<file path="config.mk">
export PLATFORM = sky130hd
export DESIGN_NAME = pla_ram
export DESIGN_NICKNAME = d
export VERILOG_FILES = /design/src/hdl/pla_ram.sv
export SDC_FILE = /design/constraint.sdc
export NUM_CORES = 1
export LEC_CHECK = 0
export BUFFER_PORTS_ARGS = -buffer_cell sky130_fd_sc_hd__buf_2
export CELL_PAD_IN_SITES_DETAIL_PLACEMENT = 1
export CELL_PAD_IN_SITES_GLOBAL_PLACEMENT = 1
export CORE_MARGIN = 2
export CORE_UTILIZATION = 30
export CTS_CLUSTER_SIZE = 25
export DETAILED_ROUTE_END_ITERATION = 8
export GPL_TIMING_DRIVEN = 0
export PLACE_DENSITY_LB_ADDON = 0.1
export SLEW_MARGIN = 20
export SYNTH_ARGS = -nofsm -noshare
export SYNTH_HDL_FRONTEND = slang
export SYNTH_SLANG_ARGS = --single-unit
export TNS_END_PERCENT = 10
</file>
<file path="constraint.sdc">
create_clock -name clk -period 3.6 [get_ports clk]
set_input_delay 0.72 -clock clk [delete_from_list [all_inputs] [get_ports clk]]
set_output_delay 0.72 -clock clk [all_outputs]
set_load 0.01 [all_outputs]
</file>
<file path="src/hdl/pla_ram.sv">
`timescale 1ns / 1ps
// ----------------------------------------------------------------------------
// Generic RAM
// Single write port, single read port with registered read data.
// ----------------------------------------------------------------------------
module pla_ram #(
	parameter int WIDTH = 8,
	parameter int DEPTH = 128
) (
	input  logic                     clk,
	input  logic                     we,
	input  logic [$clog2(DEPTH)-1:0] waddr,
	input  logic [WIDTH-1:0]         wdata,
	input  logic [$clog2(DEPTH)-1:0] raddr,
	output logic [WIDTH-1:0]         rdata
);

	logic [WIDTH-1:0] mem_q [DEPTH];

	// Write port and registered read.
	always_ff @(posedge clk) begin
		if (we) begin
			mem_q[waddr] <= wdata;
		end
		rdata <= mem_q[raddr];
	end

endmodule

</file>
**Word level (Yosys, flattened, before mapping)**

Memory sizes are Yosys's and may differ from the RTL's. A register that Yosys moved wholly into a read port is not among the register bits.
Index checks and enable logic that the tools add are counted.

- Multiplexer cells: 2

Operator list:

| kind | number |
|---|---|
| 1-bit 2-to-1 mux | 2 |

- Register bits after elaboration: 0
- Bits in writable memories: 1024
- Input port bits: 24
- Output and inout port bits: 8
- Word-level logic and storage cells: 3
- Memories kept: 1

Memory list:

| memory | depth | width | read ports | clocked after memory_dff | wr ports | RTL line | text |
|---|---|---|---|---|---|---|---|
| mem_q | 128 | 8 | 1 | 1 | 1 | 18 | `logic [WIDTH-1:0] mem_q [DEPTH];` |

**Longest topological paths before layout**

- Depth in word-level cells: 2
- Gate-level depth with buffers: 7
- Mapped depth without buffers: 4

**Least setup slack after synthesis**

Ideal clock, no wire load.

- Path type: input-to-reg
- Start point: in raddr[0]
- End point: reg rdata[0], read port of mem_q
- Setup time: 0.121 ns
- Data arrival time: 3.103 ns
- Data required time: 3.479 ns
- Path slack: 0.376 ns
- Stages on the path: 6
- Path buffers: 2
- Cell sequence: clkbuf_1 buf_1 mux4_2 mux4_2 mux4_2 mux2_2

RTL lines:

| what | RTL line | text |
|---|---|---|
| from (decl) | 14 | `input logic [$clog2(DEPTH)-1:0] raddr,` |
| to (decl) | 15 | `output logic [WIDTH-1:0] rdata` |

==> impl_results.md <==
* CTS H-tree lvls at 3
* Mapped Cells at between 1500 and 2000
* Clock sinks at slightly above 1000
* Reg area at just over 30000 um^2
* Total placed cells including tap cells at approximately 3400
* CTS Buf Count at between 100 and 150
* Routed len/inst at between 30 and 40 um
* Crit path required time at about 4.2 ns
* Die Span Y at about 370 um
* RSZ-0062 raised after global routing: false
* Worst slew pin tran at 1.11 ns
* Post-synth top cells: edfxtp_1 (1024), mux4_2 (336), nor2_1 (122)
* Worst reg2reg setup slack at around 1.1 ns
* Seq/Total Area, Yosys at 0.779
* Critical path fanouts, max at 10
* Initial antenna violation count at 10
* Reg2reg start: mem_q[119][1]$_DFFE_PP_
* Maximum clock rate at 276 MHz
* Total length of routed wires at 116 mm
* Initial core utilization at 0.302
* TritonCTS clock tree: yes
* Flops & latches, synth at slightly above 1000
* Failing checks: setup timing
* Gpl congestion at roughly 0.77
* Hold_buf cts at 0
* Share of flip-flops with an asynchronous set or reset at 0
* # port buffers at 20
* Int Pwr at slightly below 20 mW
* Pin count of the biggest net entering global routing at 89
* P_sw at between 5 and 6 mW
* Total global routing overflow at 0
* Critical Path AT at around 4.2 ns
* P_leak at about 14 nW
* Setup Slack @ Placement at -0.757 ns
* Clock Skews at about 0.042 ns
* DRT antenna net count at 0
* Area leader, netlist: edfxtp_1
* HPWL after DPL at between 70 and 80 mm
* Yosys cell types at 17
* Final hold vios at 0
* Row count at 133
* Sw Ratio at 0.224
* DRT iter0 DRCs at 1849
* Final Cycle Share at 1.01
* IO Count at 32
* Comb power frac at 0.056
* Reg2reg end: rdata[1]$_DFF_P_
* Core area at 131000 um^2
* Status: complete, but fails checks
* Post-Layout Cell Count at ~3600
* Top-count cell post-synth: edfxtp_1
* Full die area at roughly 140000 um^2
* P&R area growth vs syn at 15.9%
* Global Route Usage Sum at 0.174
* Worst setup SP type: primary input
* CTS root buf: clkbuf_16
* Ratio of cells with drive above 1 in the final layout at 0.313
* Footprint of the multi-input gates at ~8400 um^2
* Crit end category: register
* Clock-pin slew on the worst setup and hold paths at approximately 0.06 ns
* Hold WC Path Type: in -> reg
* Maximum vdd drop at 380 uV
* Pre-Repair DR Iteration Count at 5
* Critical Path Sink: rdata[6]$_DFF_P_
* Crit path time final at around 3.6 ns
* Routed vias/inst at ~5
* Clock group share of total power at 0.425
* Top FF cell, synth: edfxtp_1
* Die Wd at between 300 and 400 um
* Worst-case clock buffer depth at 3
* Critical path launch point: raddr[2]
* Fillers at 12600
* Critical path class: in -> reg
* Final worst slack at -0.0265 ns
* Mapped Nets at 1659
* DR vias at roughly 18000
* Max_cap viols at 0
* Vias in the first global route at a little under 20000
* Final Max Tran Viols at 0
* Relative slew margins at 0.259
* Top cell type's share of synthesized area at 0.775
* Post-synth EDFFs at about 1000
* Syn Area/Cell at roughly 24 um^2
* Mapped Area at between 30000 and 40000 um^2
* Synth top area cells: edfxtp_1 (78%), mux4_2 (19%), nor2_1 (1.2%), clkbuf_1 (0.42%), dfxtp_1 (0.40%)
* Final setup fails at 1
* First-pass GRT wire length at between 150 and 200 mm
* R2R cell count at 4
* Fin nets at ~1800
* Synth warn at 0
* DRC Markers at 0
* Post-CTS Resized at 0
* Clock Latency Late Sink at 0.73 ns
* Postcts setup bufs at 0
* Power per cell area at around 560 nW/um^2
* Sequential Power Share at 0.520
[worst min path at each step]
stage | start | to | slack (ns) | cells past startpoint
2_1_floorplan | wdata[0] | mem_q[0][0]$_DFFE_PP_ | 0.82 | 0
3_3_place_gp | rdata[2]$_DFF_P_ | rdata[2] | 1.12 | 1
3_5_place_dp | rdata[2]$_DFF_P_ | rdata[2] | 1.12 | 1
4_1_cts | wdata[0] | mem_q[35][0]$_DFFE_PP_ | 0.35 | 1
5_1_grt | wdata[0] | mem_q[35][0]$_DFFE_PP_ | 0.36 | 1
6_report | wdata[5] | mem_q[62][5]$_DFFE_PP_ | 0.41 | 1
[worst max-delay path, cell delays in order]
cell,delay (ns)
buf_1,0.80
buf_1,0.76
mux4_2,0.47
mux4_2,0.60
mux4_2,0.48
mux2_2,0.36
[cell usage in the layout (no fill, tap or decap), types with 12 or more instances in the layout]
cell,n
edfxtp_1,1024
mux4_2,336
nor2_1,122
clkbuf_16,113
clkbuf_1,54
clkinv_1,36
buf_2,31
buf_4,19
clkbuf_2,17
clkinv_2,17
buf_16,15
buf_1,14
nand2_1,14
nand3_1,12
[per-stage QoR]
step           setup TNS [ns]  hold WS [ns]  area, um^2  total power, mW   util
2_1_floorplan               0         0.819       39700             14.2      -
3_5_place_dp            -5.43          1.12       42600             15.0  0.324
4_1_cts                     0         0.349       46000             25.9  0.350
5_1_grt                     0         0.362       46000             26.4  0.350
3_3_place_gp          -145.06          1.12       42000             15.0  0.320
6_report              -0.0265         0.407       46000             25.6  0.350
[kinds of logic after synthesis]
kind of cell	share of synthesized area
and+or+nand+nor	0.0176
buffers and inverters	0.0101
muxes	0.193
DFF	0.779
[state kept, by name, summed over array words and instances, names as in the netlist]
name	cells
mem_q	1024
rdata	8
[cell type report]
cell class              count  area share
plain buffers              89     0.00930
diodes                      3    0.000163
multi-input cells         514       0.183
clock inverters            69      0.0109
well taps                1755      0.0477
repair buffers             43      0.0135
flip-flops and latches   1032       0.672
clock buffers             140      0.0637
[power by group through the flow]
stage          Clock [mW]  Combinational, mW  Sequential (mW)
3_3_place_gp            0               1.40             13.6
4_1_cts              11.2               1.48             13.3
6_report             10.9               1.43             13.3
5_1_grt              11.6               1.51             13.3
3_5_place_dp            0               1.47             13.5
2_1_floorplan           0              0.671             13.5
[metal layers]
| metal | vias to the layer above | routed length [um] | track usage |
|---|---|---|---|
| met5 | - | 13 | 0 |
| met4 | 2 | 1990 | 0.0349 |
| met3 | 130 | 4920 | 0.0316 |
| met2 | 385 | 57000 | 0.284 |
| met1 | 10200 | 52400 | 0.244 |
| li1 | 7380 | - | - |
(Power assumes the default switching activity.)
