`src/hdl/pla_pkg.sv`:
```
`timescale 1ns / 1ps
// ----------------------------------------------------------------------------
// Point light accumulate package
// Shared types and constants for the point light accumulate unit.
// ----------------------------------------------------------------------------
package pla_pkg;

	localparam int REQ_WRITE = 0;
	localparam int REQ_SHADE = 1;

	localparam logic [16:0] ONE_Q16 = 17'h10000;

	typedef struct packed {
		logic               req_type;
		logic [6:0]         slot;
		logic signed [15:0] pos_x;
		logic signed [15:0] pos_y;
		logic signed [15:0] pos_z;
		logic [7:0]         red;
		logic [7:0]         green;
		logic [7:0]         blue;
		logic [7:0]         strength;
		logic               present;
	} pla_in_t;

	typedef struct packed {
		logic [7:0] lit_red;
		logic [7:0] lit_green;
		logic [7:0] lit_blue;
	} pla_out_t;

	// Engine sequencer states.
	typedef enum logic [2:0] {
		ST_IDLE,
		ST_READ,
		ST_DIST,
		ST_DIV,
		ST_MAC,
		ST_DONE
	} pla_state_t;

	// Divider handshake.
	typedef struct packed {
		logic go;
	} pla_div_ctl_t;

endpackage

```
`src/hdl/pla_div.sv`:
```
`timescale 1ns / 1ps
// ----------------------------------------------------------------------------
// Serial divider
// Restoring divider: one quotient bit a cycle, quotient clamped to ONE_Q16 (1.0).
// ----------------------------------------------------------------------------
module pla_div
	import pla_pkg::*;
(
	input  logic         clk,
	input  logic         arst_n,
	input  pla_div_ctl_t ctl,
	input  logic [34:0]  numer,
	input  logic [34:0]  denom,
	output logic         done,
	output logic [16:0]  quot
);

	logic [34:0] rem_q;
	logic [34:0] num_q;
	logic [34:0] quo_q;
	logic [5:0]  cnt_q;
	logic        run_q;
	logic [35:0] trial;

	assign trial = {rem_q, num_q[34]} - {1'b0, denom};

	// One quotient bit per cycle, MSB first.
	always_ff @(posedge clk or negedge arst_n) begin
		if (!arst_n) begin
			run_q <= 1'b0;
			cnt_q <= '0;
			done  <= 1'b0;
		end else begin
			done <= 1'b0;
			if (ctl.go) begin
				run_q <= 1'b1;
				cnt_q <= 6'd35;
			end else if (run_q) begin
				cnt_q <= cnt_q - 6'd1;
				if (cnt_q == 6'd1) begin
					run_q <= 1'b0;
					done  <= 1'b1;
				end
			end
		end
	end

	// Datapath shift registers.
	always_ff @(posedge clk) begin
		if (ctl.go) begin
			rem_q <= '0;
			num_q <= numer;
			quo_q <= '0;
		end else if (run_q) begin
			num_q <= {num_q[33:0], 1'b0};
			if (!trial[35]) begin
				rem_q <= trial[34:0];
				quo_q <= {quo_q[33:0], 1'b1};
			end else begin
				rem_q <= {rem_q[33:0], num_q[34]};
				quo_q <= {quo_q[33:0], 1'b0};
			end
		end
	end

	assign quot = (quo_q > 35'(ONE_Q16)) ? ONE_Q16 : quo_q[16:0];

endmodule

```
`src/hdl/pla_engine.sv`:
```
`timescale 1ns / 1ps
// ----------------------------------------------------------------------------
// Shade engine
// Walks the light table, forms distance, intensity and the channel sums.
// ----------------------------------------------------------------------------
module pla_engine
	import pla_pkg::*;
#(
	parameter int MAX_LIGHTS = 128
) (
	input  logic        clk,
	input  logic        arst_n,
	input  logic        go,
	input  pla_in_t     req,
	input  logic [6:0]  lights_in_use,
	input  logic [47:0] pos_rd,
	input  logic [32:0] prop_rd,
	input  logic        prop_valid,
	output logic [6:0]  rd_addr,
	output logic        done,
	output pla_out_t    res
);

	localparam int AW = (MAX_LIGHTS > 1) ? $clog2(MAX_LIGHTS) : 1;

	pla_state_t  state_q, state_d;
	logic [7:0]  idx_q;
	logic [7:0]  cnt_q;
	logic [1:0]  ax_q;
	logic [34:0] dist_q;
	logic [16:0] inten_q;
	logic [24:0] acc_r_q, acc_g_q, acc_b_q;
	logic signed [15:0] qx_q, qy_q, qz_q;
	logic [47:0] pos_q;
	logic [32:0] prop_q;
	logic        pv_q;
	logic [16:0] diff;
	logic signed [16:0] sd;
	logic [33:0] sq;
	logic        div_done;
	logic [16:0] quot;
	pla_div_ctl_t dctl;
	logic [7:0]  limit;
	logic [7:0]  n_lim;
	logic [15:0] comp;

	assign n_lim = (lights_in_use == 7'd0) ? 8'd0 : 8'(lights_in_use) - 8'd1;
	assign limit = (n_lim > 8'(MAX_LIGHTS)) ? 8'(MAX_LIGHTS) : n_lim;

	// One axis a cycle: difference and square.
	always_comb begin
		case (ax_q)
			2'd0:    comp = pos_q[47:32];
			2'd1:    comp = pos_q[31:16];
			default: comp = pos_q[15:0];
		endcase
		case (ax_q)
			2'd0:    sd = 17'(signed'(comp)) - 17'(qx_q);
			2'd1:    sd = 17'(signed'(comp)) - 17'(qy_q);
			default: sd = 17'(signed'(comp)) - 17'(qz_q);
		endcase
		diff = sd[16] ? 17'(-sd) : 17'(sd);
		sq   = 34'(diff) * 34'(diff);
	end

	assign rd_addr = 7'(idx_q[AW-1:0]);

	pla_div u_div (
		.clk    (clk),
		.arst_n (arst_n),
		.ctl    (dctl),
		.numer  ({prop_q[8:1], 27'd0}),
		.denom  (dist_q),
		.done   (div_done),
		.quot   (quot)
	);

	// Sequencer state register.
	always_ff @(posedge clk or negedge arst_n) begin
		if (!arst_n) begin
			state_q <= ST_IDLE;
		end else begin
			state_q <= state_d;
		end
	end

	// Next state.
	always_comb begin
		state_d = state_q;
		dctl.go = 1'b0;
		done    = 1'b0;
		unique case (state_q)
			ST_IDLE: begin
				if (go) state_d = ST_READ;
			end
			ST_READ: begin
				if (idx_q >= limit) state_d = ST_DONE;
				else if (cnt_q == 8'd1) state_d = ST_DIST;
			end
			ST_DIST: begin
				if (!(pv_q && prop_q[0])) state_d = ST_READ;
				else if (ax_q == 2'd2) begin
					if (dist_q + 35'(sq) != 35'd0) begin
						state_d = ST_DIV;
						dctl.go = 1'b1;
					end else begin
						state_d = ST_MAC;
					end
				end
			end
			ST_DIV: begin
				if (div_done) state_d = ST_MAC;
			end
			ST_MAC: state_d = ST_READ;
			ST_DONE: begin
				done    = 1'b1;
				state_d = ST_IDLE;
			end
			default: state_d = ST_IDLE;
		endcase
	end

	// Datapath registers.
	always_ff @(posedge clk) begin
		case (state_q)
			ST_IDLE: begin
				idx_q   <= '0;
				cnt_q   <= '0;
				qx_q    <= req.pos_x;
				qy_q    <= req.pos_y;
				qz_q    <= req.pos_z;
				acc_r_q <= {1'b0, req.red, 16'd0};
				acc_g_q <= {1'b0, req.green, 16'd0};
				acc_b_q <= {1'b0, req.blue, 16'd0};
			end
			ST_READ: begin
				cnt_q <= cnt_q + 8'd1;
				if (cnt_q == 8'd1) begin
					pos_q  <= pos_rd;
					prop_q <= prop_rd;
					pv_q   <= prop_valid;
					ax_q   <= 2'd0;
					dist_q <= '0;
					inten_q <= ONE_Q16;
				end
			end
			ST_DIST: begin
				dist_q <= dist_q + 35'(sq);
				ax_q   <= ax_q + 2'd1;
				cnt_q  <= '0;
				if (!(pv_q && prop_q[0])) idx_q <= idx_q + 8'd1;
			end
			ST_DIV: begin
				if (div_done) inten_q <= quot;
			end
			ST_MAC: begin
				// A channel that has passed 255 stays saturated.
				if (!acc_r_q[24]) acc_r_q <= acc_r_q + 25'(inten_q * prop_q[32:25]);
				if (!acc_g_q[24]) acc_g_q <= acc_g_q + 25'(inten_q * prop_q[24:17]);
				if (!acc_b_q[24]) acc_b_q <= acc_b_q + 25'(inten_q * prop_q[16:9]);
				idx_q   <= idx_q + 8'd1;
			end
			default: ;
		endcase
	end

	assign res.lit_red   = (acc_r_q[24]) ? 8'hFF : acc_r_q[23:16];
	assign res.lit_green = (acc_g_q[24]) ? 8'hFF : acc_g_q[23:16];
	assign res.lit_blue  = (acc_b_q[24]) ? 8'hFF : acc_b_q[23:16];

endmodule

```
`config.mk`:
```
export PLATFORM = sky130hd
export DESIGN_NAME = pla_engine
export DESIGN_NICKNAME = d
export VERILOG_FILES = /design/src/hdl/pla_pkg.sv /design/src/hdl/pla_div.sv /design/src/hdl/pla_engine.sv
export SDC_FILE = /design/constraint.sdc
export NUM_CORES = 2
export LEC_CHECK = 0
export CAP_MARGIN = 30
export CORE_MARGIN = 5
export CORE_UTILIZATION = 39
export CTS_CLUSTER_SIZE = 28
export DETAILED_ROUTE_END_ITERATION = 12
export DONT_BUFFER_PORTS = 1
export GPL_ROUTABILITY_DRIVEN = 0
export PLACE_DENSITY = 0.53
export SYNTH_ARGS = -nofsm -noshare
export SYNTH_HDL_FRONTEND = slang
export SYNTH_SLANG_ARGS = --single-unit
```
`constraint.sdc`:
```
create_clock -name clk -period 14.4 [get_ports clk]
set_clock_uncertainty 0.15 [all_clocks]
set_input_delay 1.44 -clock clk [delete_from_list [all_inputs] [get_ports clk]]
set_output_delay 1.44 -clock clk [all_outputs]
set_load 0.1 [all_outputs]
```
; ---- Yosys cells after proc, flatten, opt, wreduce, memory -nomap -nowiden
; Index checks and enable logic that the tools add are counted.
[op_classes]
multipliers = 4
n_mux = 50
magnitude_cmp = 3
n_reduce_logical = 20
eq_ne = 18
n_addsub = 14
[op_table]
columns = operator, n
row1 = 25-bit case mux with 2 select lines, 3
row2 = 35-bit 2-to-1 mux, 4
row3 = 25-bit adder, 3
row4 = 17-bit by 8-bit multiplier with 25-bit output, 3
row5 = 25-bit 2-to-1 mux, 3
row6 = 35-bit case mux with 2 select lines, 1
row7 = 17-bit 2-to-1 mux, 4
row8 = 17-bit case mux with 2 select lines, 2
row9 = 16-bit by 16-bit subtractor with 17-bit output, 3
row10 = 8-bit 2-to-1 mux, 6
row11 = 36-bit by 35-bit subtractor with 36-bit output, 1
row12 = 35-bit by 34-bit adder with 35-bit output, 1
row13 = 35-bit by 17-bit > comparator with 1-bit output (second input constant), 1
row14 = 35-bit nonzero test, 1
row15 = 17-bit by 17-bit multiplier with 34-bit output, 1
row16 = 16-bit case mux with 2 select lines, 1
row17 = 8-bit case mux with 3 select lines, 1
row18 = 3-bit 2-to-1 mux, 7
row19 = 17-bit negator, 1
row20 = 8-bit by 1-bit adder with 8-bit output (second input constant), 2
row21 = 8-bit case mux with 2 select lines, 1
row22 = 3-bit case mux with 5 select lines, 1
row23 = 1-bit 2-to-1 mux, 12
row24 = 6-bit 2-to-1 mux, 2
row25 = 27 further kinds, 44
[word_totals]
ff_bits = 364
word_cells = 133
inputBits = 181

; ---- Logic depth before layout (Yosys ltp)
[logic_depth]
word_depth = 14
ltp_mapped = 49
ltp_nobuf = 43

; ---- Modules after synthesis
; A second synthesis with hierarchy kept.
[unflattened]
cells_unflattened = 4438
hier_area_um2 = 42718.5
[modules_own_cells]
columns = mod, instances, area_each_um2, cells_per_inst
row1 = pla_engine, 1, 35644.2, 3663
row2 = pla_div, 1, 7074.3, 775

; ---- Least setup slack after synthesis
; OpenSTA, ideal clock, no wires.
[synth_path]
path_kind = flip-flop to flip-flop
start = register ax_q[0]
end = register u_div.num_q[27] (enable)
setup_time_ns = 0.271
slack_ns = 3.294
arrival_ns = 10.686
stages_incl_launch_ff = 45
cell_sequence = edfxtp_1 -> inv_1 -> ha_1 -> clkbuf_1 -> nor2_1 -> clkbuf_1 -> nand2_1 -> nand2_1 -> ha_1 -> inv_1 -> fa_1 -> a211oi_1 -> o21ai_0 -> a31oi_1 -> mux2i_1 -> and2_1 -> nand3_1 -> nand2b_1 -> [9 not listed] -> fa_1 -> fa_1 -> inv_1 -> fa_1 -> inv_1 -> ha_1 -> inv_1 -> o311ai_1 -> a41oi_1 -> a2111oi_0 -> nor2_1 -> o311ai_0 -> a21oi_1 -> xnor2_1 -> nor4_2 -> a31oi_4 -> buf_2 -> or2_2
[synth_via]
elab_chain_cells = 14
elab_cells_between_ends = 18
classes_between = add/sub (5) / mul (1) / eq/ne (2) / mux (7) / reduce/logical (3)
[synth_lines]
columns = item, line
row1 = from (decl), pla_engine.sv:29  ; logic [1:0] ax_q;
row2 = from (signal assigned), pla_engine.sv:149  ; ax_q <= ax_q + 2'd1;
row3 = 2-bit by 1-bit == test with 1-bit output or 2-bit logical NOT (tied branches), "pla_engine.sv:52, pla_engine.sv:57"
row4 = 16-bit case mux with 2 select lines, pla_engine.sv:52  ; case (ax_q)
row5 = 16-bit by 16-bit subtractor with 17-bit output (on tied branches), "pla_engine.sv:60, pla_engine.sv:58, pla_engine.sv:59"
row6 = 17-bit case mux with 2 select lines, pla_engine.sv:57  ; case (ax_q)
row7 = 17-bit negator, pla_engine.sv:62  ; diff = sd[16] ? 17'(-sd) : 17'(sd);
row8 = 17-bit 2-to-1 mux, pla_engine.sv:62
row9 = 17-bit by 17-bit multiplier with 34-bit output, pla_engine.sv:63  ; sq = 34'(diff) * 34'(diff);
row10 = 35-bit by 34-bit adder with 35-bit output, pla_engine.sv:103  ; if (dist_q + 35'(sq) != 35'd0) begin
row11 = 35-bit nonzero test, pla_engine.sv:103
row12 = 1-bit 2-to-1 mux, pla_engine.sv:103
row13 = 1-bit 2-to-1 mux (*), pla_engine.sv:102  ; else if (ax_q == 2'd2) begin
row14 = 1-bit 2-to-1 mux (*), pla_engine.sv:101  ; if (!(pv_q && prop_q[0])) state_d = ST_READ;
row15 = 1-bit 2-to-1 mux (*), pla_engine.sv:92  ; unique case (state_q)
row16 = 2-bit nonzero test (no line) (*), n/a
row17 = to (signal assigned), pla_div.sv:52  ; num_q <= numer;
row18 = to (signal assigned), pla_div.sv:55  ; num_q <= {num_q[33:0], 1'b0};
row19 = to (decl), pla_div.sv:19  ; logic [34:0] num_q;
; Mark *: on every way between the ends. The rest lies on a longest branch, timed or not.
; A chain may end at the register's enable or synchronous reset.

; ---- Final worst setup path
; Same ends and word-level chain as after synthesis.

==> reports/results.txt <==
Tightest Pin Transition -> 1.03 ns
Peak Freq -> 75.6 MHz
Number of max-cap violations -> 0
Largest area contributor in the netlist -> fa_1
Synthesized area -> 0.0406 mm2
Distinct cells, synth -> 76
Most frequent cell after synthesis -> inv_1
Most frequent cells after synthesis -> inv_1 (846), fa_1 (566), nand2_1 (463), nor2_1 (316), ha_1 (311)
Clock sink count -> 364
Vias per cell -> 4.99
Remaining DRCs -> 0
Wire per inst -> 17.7 um
Clock buffer depth -> 3
Global-route wire length before repair -> 164000 um
DRT Pass-1 Iters -> 6
Post-Route WL -> 99700 um
RSZ-0062 raised after global routing -> no
Post-CTS Hold Buffers -> 0
Crit share post-route -> 0.919
Fillers -> 10243
Routed Antenna Nets -> 0
Routed via count -> 28119
Primary FF master, synth -> edfxtp_1
Area of the multi-input gates -> 0.0266 mm2
Crit-path leading delay family -> adder cells
Startpoint Class -> flip-flop
GRT Total Usage -> 0.184
Initial antenna violation count -> 10
Post-placement cell count -> 5540
YS warnings -> 0
DIE AREA -> 0.111 mm2
Req. time, crit path -> 14.59 ns
Synth Area in Simple Gates -> 0.143
Synth Register Bits -> 364
Yosys top cell area share -> 0.279
Pin count of the biggest net entering global routing -> 72
Clock root buffer -> clkbuf_16
Sequential share of the synthesized area -> 0.251
Largest family of logic cells by synthesized area -> adder cells
Fin. Hold Viols -> 0
# port buffers -> 0
Total number of H-tree levels -> 2
Die W -> 332 um
Clock transition at path regs -> 0.07 ns
Crit Path Max Fanout -> 20
Final setup viols -> 0
WP data arrival -> 13.42 ns
Sum Neg Setup Slack -> 0 ns
Crit path buffers/inverters -> 7
Run status -> completed
Non-filler cells, final -> 5633
I/O pins -> 213
Post-synthesis compound-gate area fraction -> 0.0869
# rows -> 118
Critical path class -> flip-flop to flip-flop
Synth area leaders -> fa_1 (28%), edfxtp_1 (21%), ha_1 (9.6%), inv_1 (7.8%), nand2_1 (4.3%)
Post_cts resized -> 0
Critical Path Max Stage Delay -> 0.91 ns
Nets -> 5269
HPWL after detailed placement -> 75800 um
Post-CTS Setup Repair Bufs -> 0
Hold crit path type -> flip-flop to flip-flop
Max transition margin -> 0.313
Clock Latency Late Sink -> 0.62 ns
Layout cells sized above 1 -> 0.0435
CP endpoint kind -> flip-flop
Slew Limit Fails -> 0
Cell count after synthesis -> 4249
Post-synth EDFFs -> 283
Synth-to-Final Area Change -> 8.06%
Register area -> 0.0102 mm2
Aggregate global routing overflow -> 0
Effective utilization at floorplan -> 0.392
Core Area -> 0.103 mm2
CTS buffer count -> 48
Adder-cell area share of the yosys netlist -> 0.375
Final period demand of the worst path -> 13.23 ns
Mean Syn Cell Area -> 9.54 um2
Post-synthesis mux area share -> 0.0123
CTS tree -> done
DP Area -> 0.0422 mm2
Worst path slowest cell -> a2111oi_0
Asr flop ratio synth -> 0.0302
XOR/XNOR Fraction of Synth Area -> 0.0358
Final Cell Area -> 0.0438 mm2
Vias in the first global route -> 29843
Die H -> 332 um
DRT iter0 DRCs -> 1353
-- worst reg2reg max path: cells and delay by family (launching register included) --
family                   cells  cell delay, ns
AND/OR/NAND/NOR             12            3.27
XOR/XNOR                     3            0.83
adder cells (fa/ha/maj)      9            3.99
AO/OA/AOI/OAI                8            3.04
multiplexers                 1            0.27
flip-flops                   1            0.37
buffers and inverters        7            1.03
-- per-layer routing --
metal	wire (um)	GRT usage	up-vias
met5	56	0	-
met4	2540	0.0479	10
met3	4050	0.0282	113
met2	48500	0.318	463
met1	44500	0.242	14082
li1	-	-	13451
-- kinds of logic after synthesis --
kind of cell / Yosys count
other cells: 2
mux: 49
buf+inv: 1012
xor+xnor: 165
compound gates: 530
simple gates: 1250
fa+ha+maj: 877
flops: 364
-- state kept, by name, summed over array words and instances (netlist names), 16 cells and up --
register / count
inten_q: 17
qz_q: 16
acc_g_q: 25
dist_q: 35
acc_r_q: 25
u_div.quo_q: 35
prop_q: 33
pos_q: 48
qy_q: 16
u_div.rem_q: 35
qx_q: 16
acc_b_q: 25
-- final cells by class --
class                           count  share of cell area
Clock buffer                       56              0.0286
Tap cell                         1380              0.0394
Antenna cell                        5            0.000286
Clock inverter                     31             0.00668
Sequential cell                   364               0.232
Multi-Input combinational cell   2884               0.607
Timing Repair Buffer               62              0.0131
Inverter                          851              0.0730
-- stage by stage --
stage	hold WS, ns	utilization	worst slack (ns)
floorplan	0.299	-	3.29
global placement	0.319	0.407	1.48
detailed placement	0.332	0.409	1.31
CTS	0.325	0.424	1.24
global route	0.334	0.424	0.0467
finish	0.342	0.424	1.17
-- worst paths after layout --
check	from	endpoint	slack, ns	cells past startpoint
min in group asynchronous	arst_n	state_q[1]	0.37	0
max in group asynchronous	arst_n	u_div.cnt_q[5]	13.64	0
worst min register to register	u_div.rem_q[18]	u_div.rem_q[18]	0.34	2
worst min-delay path	u_div.rem_q[18]	u_div.rem_q[18]	0.34	2
worst max register to register	ax_q[0]	u_div.num_q[27]	1.17	40
worst max-delay path	ax_q[0]	u_div.num_q[27]	1.17	40
-- layout by cell type (no fill, tap or decap), types with 65 or more instances in the layout --
cell / n
inv_1: 844
fa_1: 566
nand2_1: 461
nor2_1: 314
ha_1: 311
edfxtp_1: 283
and2_1: 204
a21oi_1: 147
xnor2_1: 91
o21ai_0: 82
xor2_1: 72
dfxtp_1: 70
a21o_1: 65
Power is left out: the tool's default activity adds up to more than one toggle a clock period on the data nets, which glitch-free logic cannot reach.
